File: src/rtl/core/pal_pkg.sv
// Shared types and constants for the positional array list core.
// No dependencies; every other file of the block imports this package.
`default_nettype none

package pal_pkg;

    localparam int CAPACITY_DEF = 128;
    localparam int POS_W        = 8;
    localparam int DATA_W       = 32;
    localparam int FUNC_W       = 2;
    localparam int STAT_W       = 2;
    localparam int S_TDATA_W    = 40;
    localparam int M_TDATA_W    = 56;

    typedef enum logic [FUNC_W-1:0] {
        OP_INSERT = 2'd0,
        OP_DELETE = 2'd1,
        OP_LOCATE = 2'd2
    } op_t;

    typedef enum logic [STAT_W-1:0] {
        STAT_OK       = 2'd0,
        STAT_BADPOS   = 2'd1,
        STAT_FULL     = 2'd2,
        STAT_NOTFOUND = 2'd3
    } status_t;

    // Command broadcast to every cell for one accepted transfer.
    typedef struct packed {
        logic              ins_en;
        logic              del_en;
        logic              loc_en;
        logic [POS_W-1:0]  pos;
        logic [DATA_W-1:0] value;
    } cmd_t;

    // Leaf of the search tree produced by each cell.
    typedef struct packed {
        logic              hit;
        logic [DATA_W-1:0] data;
    } leaf_t;

endpackage

`default_nettype wire

File: src/rtl/core/pal_cell.sv
// One storage cell of the list: holds one entry and shifts with its neighbors.
// Depends on pal_pkg (cmd_t, leaf_t, widths).
`default_nettype none

module pal_cell #(
    parameter int INDEX    = 0,
    parameter int CAPACITY = pal_pkg::CAPACITY_DEF
) (
    input  wire logic                             aclk,
    input  wire pal_pkg::cmd_t                    cmd,
    input  wire logic [$clog2(CAPACITY+1)-1:0]    length,
    input  wire logic [pal_pkg::DATA_W-1:0]       left_val,
    input  wire logic [pal_pkg::DATA_W-1:0]       right_val,
    output logic      [pal_pkg::DATA_W-1:0]       cell_val,
    output pal_pkg::leaf_t                        leaf
);
    import pal_pkg::*;

    localparam int LEN_W = $clog2(CAPACITY + 1);
    localparam int CMP_W = ((LEN_W > POS_W) ? LEN_W : POS_W) + 1;
    localparam logic [CMP_W-1:0] IDX_C  = CMP_W'(INDEX);
    localparam logic [CMP_W-1:0] IDX_P1 = CMP_W'(INDEX + 1);

    logic [DATA_W-1:0] val_reg;
    logic [DATA_W-1:0] val_next;
    logic [CMP_W-1:0]  pos_c;
    logic [CMP_W-1:0]  len_c;

    assign pos_c = CMP_W'(cmd.pos);
    assign len_c = CMP_W'(length);

    always_comb begin
        val_next = val_reg;
        if (cmd.ins_en) begin
            if (IDX_C >= pos_c) begin
                val_next = left_val;
            end else if (IDX_P1 == pos_c) begin
                val_next = cmd.value;
            end
        end else if (cmd.del_en) begin
            if (IDX_P1 >= pos_c) begin
                val_next = right_val;
            end
        end
    end

    always_ff @(posedge aclk) begin
        val_reg <= val_next;
    end

    assign cell_val  = val_reg;
    // flag this cell for the search: an equal entry below the length, or the entry to remove
    assign leaf.hit  = (cmd.loc_en && (IDX_C < len_c) && (val_reg == cmd.value)) ||
                       (cmd.del_en && (IDX_P1 == pos_c));
    assign leaf.data = val_reg;

endmodule

`default_nettype wire

File: config.mk
export PLATFORM = sky130hd
export DESIGN_NAME = pal_cell
export DESIGN_NICKNAME = d
export VERILOG_FILES = /design/src/rtl/core/pal_pkg.sv /design/src/rtl/core/pal_cell.sv
export SDC_FILE = /design/constraint.sdc
export NUM_CORES = 1
export LEC_CHECK = 0
export ABC_AREA = 0
export BUFFER_PORTS_ARGS = -buffer_cell sky130_fd_sc_hd__buf_2
export CAP_MARGIN = 20
export CORE_UTILIZATION = 43
export CTS_CLUSTER_SIZE = 12
export DETAILED_ROUTE_END_ITERATION = 7
export PLACE_DENSITY = 0.92
export SYNTH_ARGS = -nofsm -noshare
export SYNTH_HDL_FRONTEND = slang
export SYNTH_SLANG_ARGS = --single-unit
export TNS_END_PERCENT = 30
File: constraint.sdc
create_clock -name aclk -period 4.6 [get_ports aclk]
set_clock_uncertainty 0.2 [all_clocks]
set_input_delay 0.69 -clock aclk [delete_from_list [all_inputs] [get_ports aclk]]
set_output_delay 0.69 -clock aclk [all_outputs]
set_load 0.02 [all_outputs]
* Yosys cells after proc, flatten, opt, wreduce, memory -nomap -nowiden
Index checks and enable logic that the tools add are counted.
** Storage, ports and cells
- Register bits :: 32
- Input bits :: 116
- Word-level logic and storage cells :: 19
** Operators by class
- $lt $le $gt $ge :: 3
- Equality and inequality tests :: 3
- Mux-type cells :: 5
- Reduce and logical (&&, ||, !) cells :: 7
** Operators with widths (count)
- $mux W32 :: 5
- $eq A32 B32 Y1 :: 1
- $ge A1 B8 Y1 const A :: 2
- $eq A1 B8 Y1 const A :: 1
- $lt A1 B8 Y1 const A :: 1
- $reduce_bool A2 Y1 :: 2
- $logic_and A1 B1 Y1 :: 3
- $ne A3 B1 Y1 const B :: 1
- $reduce_and A3 Y1 :: 1
- $logic_or A1 B1 Y1 :: 1

* Logic depth before layout (Yosys ltp)
Gate-level depths: netlist of the first run.
- Word-level depth :: 4
- Depth in mapped cells :: 5
- Depth with buffers taken out :: 4

* Worst setup path after synthesis of the first run
Ideal clock, no wire load.
- Path kind :: in2reg
- Start point :: in cmd[35] in the netlist's numbering
- End point :: reg val_reg[0] (netlist: cell_val[0]), enable pin
- Setup time :: 391 ps
- Data arrival time :: 2182 ps
- Data required time :: 4009 ps
- Slack :: 1827 ps
- Stages :: 3
- Buffers on the path :: 0
- Path through :: or4_4 nor2_1 o21a_1
** Between the ends
- Word-level cells in the longest chain between the ends :: 3
- Elaborated cells on any way between the ends :: 6
** Ends and longest elaborated chain
- start, declared :: line pal_cell.sv:10 : input wire pal_pkg::cmd_t cmd,
- $ge A1 B8 Y1 (tied with other cells) :: line pal_cell.sv:35 : if (IDX_C >= pos_c) begin
- $ne A3 B1 Y1 (no source line) / $reduce_bool A2 Y1 (equally long branches)
- $reduce_and A3 Y1 (no source line) (*)
- end signal, assigned :: line pal_cell.sv:48 : val_reg <= val_next;
- end, declared :: line pal_cell.sv:24 : logic [DATA_W-1:0] val_reg;
Every way passes the cells marked *; elsewhere a longest branch is shown, timed or not.
A chain may end at the register's enable or synchronous reset.

==> results of run 1 <==
-- layout make-up --
class                      instances  area, sq um
multi-input combinational        149         1020
antenna                            1         2.50
fill                             457         2000
sequential                        32          961
clock buffer                       6         72.6
timing repair buffer             184          931
clock inverter                     2         35.0
tap                               70         87.6
-- worst max-delay path, delay by kind of cell --
| kind | cells | cell delay, ns |
|---|---|---|
| AO/OA/AOI/OAI | 1 | 0.25 |
| XOR/XNOR | 1 | 0.15 |
| buffers and inverters | 2 | 0.31 |
| AND/OR/NAND/NOR | 2 | 0.68 |
-- per-stage QoR --
step | hold slack (ns) | total power [W] | cells | instance area [sq um] | utilization (%)
final | 0.526 | 0.000707 | 444 | 3110 | 60.9
after global routing | 0.520 | 0.000739 | 443 | 3110 | 60.9
after CTS | 0.520 | 0.000711 | 443 | 3110 | 60.9
after detailed placement | 0.811 | 0.000447 | 435 | 3000 | 58.7
after global placement | 0.804 | 0.000443 | 435 | 3000 | 58.7
after floorplan | 0.716 | 0.000383 | 223 | 2280 | -
-- placed cells by master, fill, tap and decap left out, types with 2 or more instances in the layout --
master	n
nand3_1	2
buf_2	180
mux2i_1	32
edfxtp_1	32
xor2_1	31
nor4_1	9
nor2_1	33
a21oi_1	32
nand4_1	2
clkbuf_8	5
buf_4	4
-- power groups by stage --
| stage | Combinational (W) | Clock (W) | Sequential, W |
|---|---|---|---|
| after floorplan | 0.0000490 | 0 | 0.000334 |
| after global placement | 0.000110 | 0 | 0.000332 |
| after global routing | 0.000128 | 0.000285 | 0.000326 |
| final | 0.000115 | 0.000265 | 0.000326 |
| after detailed placement | 0.000115 | 0 | 0.000332 |
| after CTS | 0.000115 | 0.000270 | 0.000326 |
-- synth_stat cells --
library cell   n
a21oi_1       32
buf_4         32
buf_6          3
clkbuf_1       7
edfxtp_1      32
mux2i_1       32
nand2_1        1
nand3_1        2
nand4_1        2
nor2_1        33
nor3_1         1
nor3_4         1
nor4_1         9
o21a_1         1
o31ai_1        1
or3_1          1
or4_4          1
xnor2_1        1
xor2_1        31
-- per-layer routing --
metal	part of all wire, %	routed length, um	global-route usage, %	vias to the layer above
met3	6.9	421	5.35	8
met1	40	2460	23.4	1005
met4	1.0	63	6.71	0
met2	52	3200	38.7	107
met5	0	0	0	-
li1	-	-	-	1063
-- path summary, 6_finish.rpt --
path,to,slack [ns],cells after the start,startpoint
worst max-delay path,leaf[32],1.63,6,cmd[15]
worst min-delay path,cell_val[26],0.53,3,right_val[26]
-- cells by family (layout without fill, tap and decap cells) --
kind of cell | after synthesis | count (layout)
DFF | 32 | 32
other | 0 | 1
AOI/OAI and AO/OA | 34 | 34
xor gates and xnor gates | 32 | 32
and+or+nand+nor | 51 | 51
muxes | 32 | 32
buffers and inverters | 42 | 192
==> flow_metrics.env, run 1 <==
export IMPL_outcome="finished, final reports clean"
export IMPL_grt_pass1_wl_um=8660
export IMPL_synth_area_sq_mm=0.00228
export IMPL_nNetsFinal=488
export IMPL_crit_arrival_ns=2.08
export IMPL_antenna_found_initial=0
export IMPL_min_period_over_period_pct=64.6
export IMPL_area_growth_pct=36.3
export IMPL_critPathKind="primary input to primary output"
export IMPL_ys_warn_count=0
export IMPL_synth_top_family_by_area="multiplexers"
export IMPL_htreeDepth=2
export IMPL_swShare_pct=22.9
export IMPL_p_seq_share_pct=46.1
export IMPL_cts_repair_resized=0
export IMPL_dieHeight_um=74.9
export IMPL_ys_seq_elements=32
export IMPL_critPathCaptureType="primary output"
export IMPL_grt_pass1_vias=1967
export IMPL_p_int_w=0.000545
export IMPL_crit_required_ns=3.71
export IMPL_preCtsSetupSlack_ns=1.61
export IMPL_fin_tns_setup_ns=0
export IMPL_dp_hpwl_um=4890
export IMPL_p_clk_share_pct=37.5
export IMPL_tritoncts="yes"
export IMPL_die_area_sq_mm=0.00560
export IMPL_largest_register_ff_count=32
export IMPL_start_util_pct=44.7
export IMPL_synthTopCellsByArea="edfxtp_1 42%, mux2i_1 14%, xor2_1 12%"
export IMPL_critPathMaxFanout=2
export IMPL_synthCells=223
export IMPL_max_stage_delay_ns=0.44
export IMPL_ys_types=19
export IMPL_fin_ws_ns=1.63
export IMPL_tightest_slew_ns=0.637
export IMPL_synthMuxAreaShare_pct=14.0
export IMPL_core_region_area_sq_mm=0.00511
export IMPL_synth_top_cell_area_share_pct=42.1
export IMPL_peakVddDrop_v=0.000172
export IMPL_synth_compound_area_share_pct=7.68
export IMPL_clkSinkCount=32
export IMPL_setup_worst_path_start_class="primary input"
export IMPL_synth_xor_xnor_area_share_pct=12.3
export IMPL_critPathSlowestCell="nor4_1"
export IMPL_via_per_inst=4.92
export IMPL_io_buffers=180
export IMPL_ys_seq_area_share_pct=42.1
export IMPL_finalHoldViolCount=0
export IMPL_crit_top_cell="buf_2"
export IMPL_vias=2183
export IMPL_hp_class="primary input to register"
export IMPL_drv_slew=0
export IMPL_dieWidth_um=74.9
export IMPL_synth_area_per_cell_sq_um=10.2
export IMPL_grt_usage_pct=21.0
export IMPL_syn_num_nets=339
export IMPL_clk_transition_reported_paths_ns=0.07
export IMPL_synthAdderAreaFrac_pct=0
export IMPL_synth_simple_area_share_pct=10.7
export IMPL_firstDrtPassIters=4
export IMPL_drt_iter0_markers=74
export IMPL_powerDensity_mw_per_mm2=227
export IMPL_ios=181
export IMPL_power_switching_w=0.000162
export IMPL_grt_max_degree=37
export IMPL_max_freq_ghz=0.336
export IMPL_grt_setup_unrepaired="no"
export IMPL_maxSlewHeadroom_pct=57.5
export IMPL_gp_congestion=0.784
export IMPL_wl_per_cell_um=13.8
export IMPL_worstPathCellList="buf_2, xor2_1, nor4_1, nand4_1, o31ai_1, buf_2"
export IMPL_leakage_nw=1.42
export IMPL_drv_cap=0
export IMPL_pwr_share_comb_pct=16.3
export IMPL_cts_hold_buf=0
export IMPL_ant_nets=0
export IMPL_grt_overflow_total=0
export IMPL_setup_viol=0
export IMPL_drc=0
export IMPL_drt_total_wl_um=6140
export IMPL_numCtsBuffers=5
export IMPL_layout_min_cycle_time_ns=2.97
export IMPL_postCtsSetupBuffers=0
export IMPL_cts_buffer_depth=2
export IMPL_clk_root_buffer_cell="clkbuf_8"
export IMPL_synth_area_leader_cell="edfxtp_1"
export IMPL_rows=26
export IMPL_drive_gt1_share_pct=51.7
Note: power is estimated with default switching activity, not from simulation.
==> run 2, diff against run 1 <==
- CORE_UTILIZATION: 43 -> 36
- PLACE_DENSITY: 0.92 -> 0.82
- clock period: 4.6 -> 2.5 ns (I/O delays scaled with it)
==> run 2 against run 1 <==
Compared with the run above: total power rose by 71%; core utilization fell by 8.4 points; flip-flop and latch count did not move; final cell count rose by 1.4%; die area rose by 19%; first-iteration DRC count fell by 46%.
==> flow_metrics.env, run 2 (same netlist as run 1, synthesis figures left out) <==
export IMPL_numCtsBuffers=5
export IMPL_start_util_pct=37.9
export IMPL_clkSinkCount=32
export IMPL_rows=28
export IMPL_grt_pass1_wl_um=9210
export IMPL_drv_slew=0
export IMPL_ios=181
export IMPL_clk_transition_reported_paths_ns=0.07
export IMPL_final_area_sq_mm=0.00316
export IMPL_dieWidth_um=81.6
export IMPL_critPathKind="register to primary output"
export IMPL_core_region_area_sq_mm=0.00603
export IMPL_tritoncts="yes"
export IMPL_layout_commonest_cell="buf_2"
export IMPL_holdPathEnd="cell_val[3]"
export IMPL_antenna_cells=0
export IMPL_min_period_over_period_pct=97.1
export IMPL_critPathMaxFanout=3
export IMPL_firstDrtPassIters=4
export IMPL_ant_nets=0
export IMPL_hp_class="primary input to register"
export IMPL_p_clk_share_pct=32.3
export IMPL_drt_total_wl_um=6310
export IMPL_grt_max_degree=51
export IMPL_drc=0
export IMPL_dp_hpwl_um=4950
export IMPL_hp_start="right_val[3]"
export IMPL_swShare_pct=25.1
export IMPL_grt_usage_pct=18.5
export IMPL_antenna_found_initial=0
export IMPL_power_switching_w=0.000303
export IMPL_vias=2162
export IMPL_outcome="finished, final reports clean"
export IMPL_peakVddDrop_v=0.000187
export IMPL_dieHeight_um=81.6
export IMPL_die_area_sq_mm=0.00666
export IMPL_grt_pass1_vias=2047
export IMPL_io_buffers=180
export IMPL_finalHoldViolCount=0
export IMPL_setup_viol=0
export IMPL_fin_ws_ns=0.0722
export IMPL_gp_congestion=0.782
export IMPL_pwr_share_comb_pct=18.0
export IMPL_crit_arrival_ns=1.85
export IMPL_grt_overflow_total=0
export IMPL_crit_required_ns=1.92
export IMPL_grt_setup_unrepaired="yes"
export IMPL_wl_per_cell_um=14.0
export IMPL_maxSlewHeadroom_pct=68.5
export IMPL_post_route_util_pct=52.5
export IMPL_layout_min_cycle_time_ns=2.43
export IMPL_cts_hold_buf=0
export IMPL_drv_cap=0
export IMPL_via_per_inst=4.80
export IMPL_max_freq_ghz=0.412
export IMPL_final_cell_mix="180 x buf_2, 33 x nor2_1, 32 x mux2i_1, 32 x a21oi_1, 32 x edfxtp_1"
export IMPL_p_seq_share_pct=49.7
export IMPL_dpl_instance_area_sq_mm=0.00305
export IMPL_clk_root_buffer_cell="clkbuf_8"
export IMPL_area_growth_pct=38.7
export IMPL_cts_buffer_depth=2
export IMPL_drt_iter0_markers=40
export IMPL_preCtsSetupSlack_ns=0.177
export IMPL_nNetsFinal=490
export IMPL_p_int_w=0.000904
export IMPL_tightest_slew_ns=0.472
export IMPL_largest_register_ff_count=32
export IMPL_powerDensity_mw_per_mm2=381
export IMPL_drive_gt1_share_pct=52.5
export IMPL_leakage_nw=1.42
export IMPL_htreeDepth=2
export IMPL_critPathCaptureType="primary output"
export IMPL_whs_path_depth=3
export IMPL_setup_worst_path_start_class="register"
run 2: power by group through the flow:
| stage | clock (W) | sequential [W] | combinational, W |
|---|---|---|---|
| 6_report | 0.000389 | 0.000600 | 0.000218 |
| 5_1_grt | 0.000422 | 0.000600 | 0.000243 |
| 4_1_cts | 0.000401 | 0.000600 | 0.000217 |
| 2_1_floorplan | 0 | 0.000615 | 0.0000901 |
| 3_5_place_dp | 0 | 0.000612 | 0.000215 |
| 3_3_place_gp | 0 | 0.000611 | 0.000208 |
run 2: final cells by class:
class                   count  area (sq um)
fillers                   566          2860
multi-input cells         149          1050
repair buffers            186           983
flip-flops and latches     32           961
well taps                  75          93.8
clock buffers               7          76.3
clock inverters             1          3.75
run 2: worst max-delay path: stages (launching register included):
cell and delay (ns):
edfxtp_1 0.44, xor2_1 0.18, nor4_2 0.35, nand4_1 0.16, o31ai_1 0.23, buf_2 0.21
run 2: worst max path at each step:
stage / from / to / slack, ns
after floorplan: cmd[35] / cell_val[0] / 0.04
after global placement: cmd[31] / leaf[32] / 0.20
after detailed placement: cmd[35] / cell_val[4] / 0.18
after CTS: cell_val[24] / leaf[32] / 0.02
after global routing: cell_val[17] / leaf[32] / -0.02
final: cell_val[4] / leaf[32] / 0.07
run 2: what timing repair did:
item / CTS / global route
buffers inserted: 0 / 1
pin swaps: 0 / 3
endpoints found under the setup margin: 1 / 1
resized for setup: 2 / 2
run 2: routing by layer:
metal | routed length [um] | up-vias | track usage [%]
met3 | 410 | 6 | 4.56
met4 | 55 | 0 | 5.09
li1 | - | 1067 | -
met2 | 3320 | 96 | 35.1
met5 | 0 | - | 0
met1 | 2530 | 993 | 20.2
run 2: metrics by stage:
| stage | TNS [ns] | instances | power [W] | hold slack (ns) |
|---|---|---|---|---|
| 3_3_place_gp | 0 | 441 | 0.000819 | 0.488 |
| 5_1_grt | -0.0205 | 450 | 0.00126 | 0.213 |
| 2_1_floorplan | 0 | 223 | 0.000705 | 0.401 |
| 3_5_place_dp | 0 | 441 | 0.000826 | 0.498 |
| 6_report | 0 | 450 | 0.00121 | 0.206 |
| 4_1_cts | 0 | 449 | 0.00122 | 0.201 |
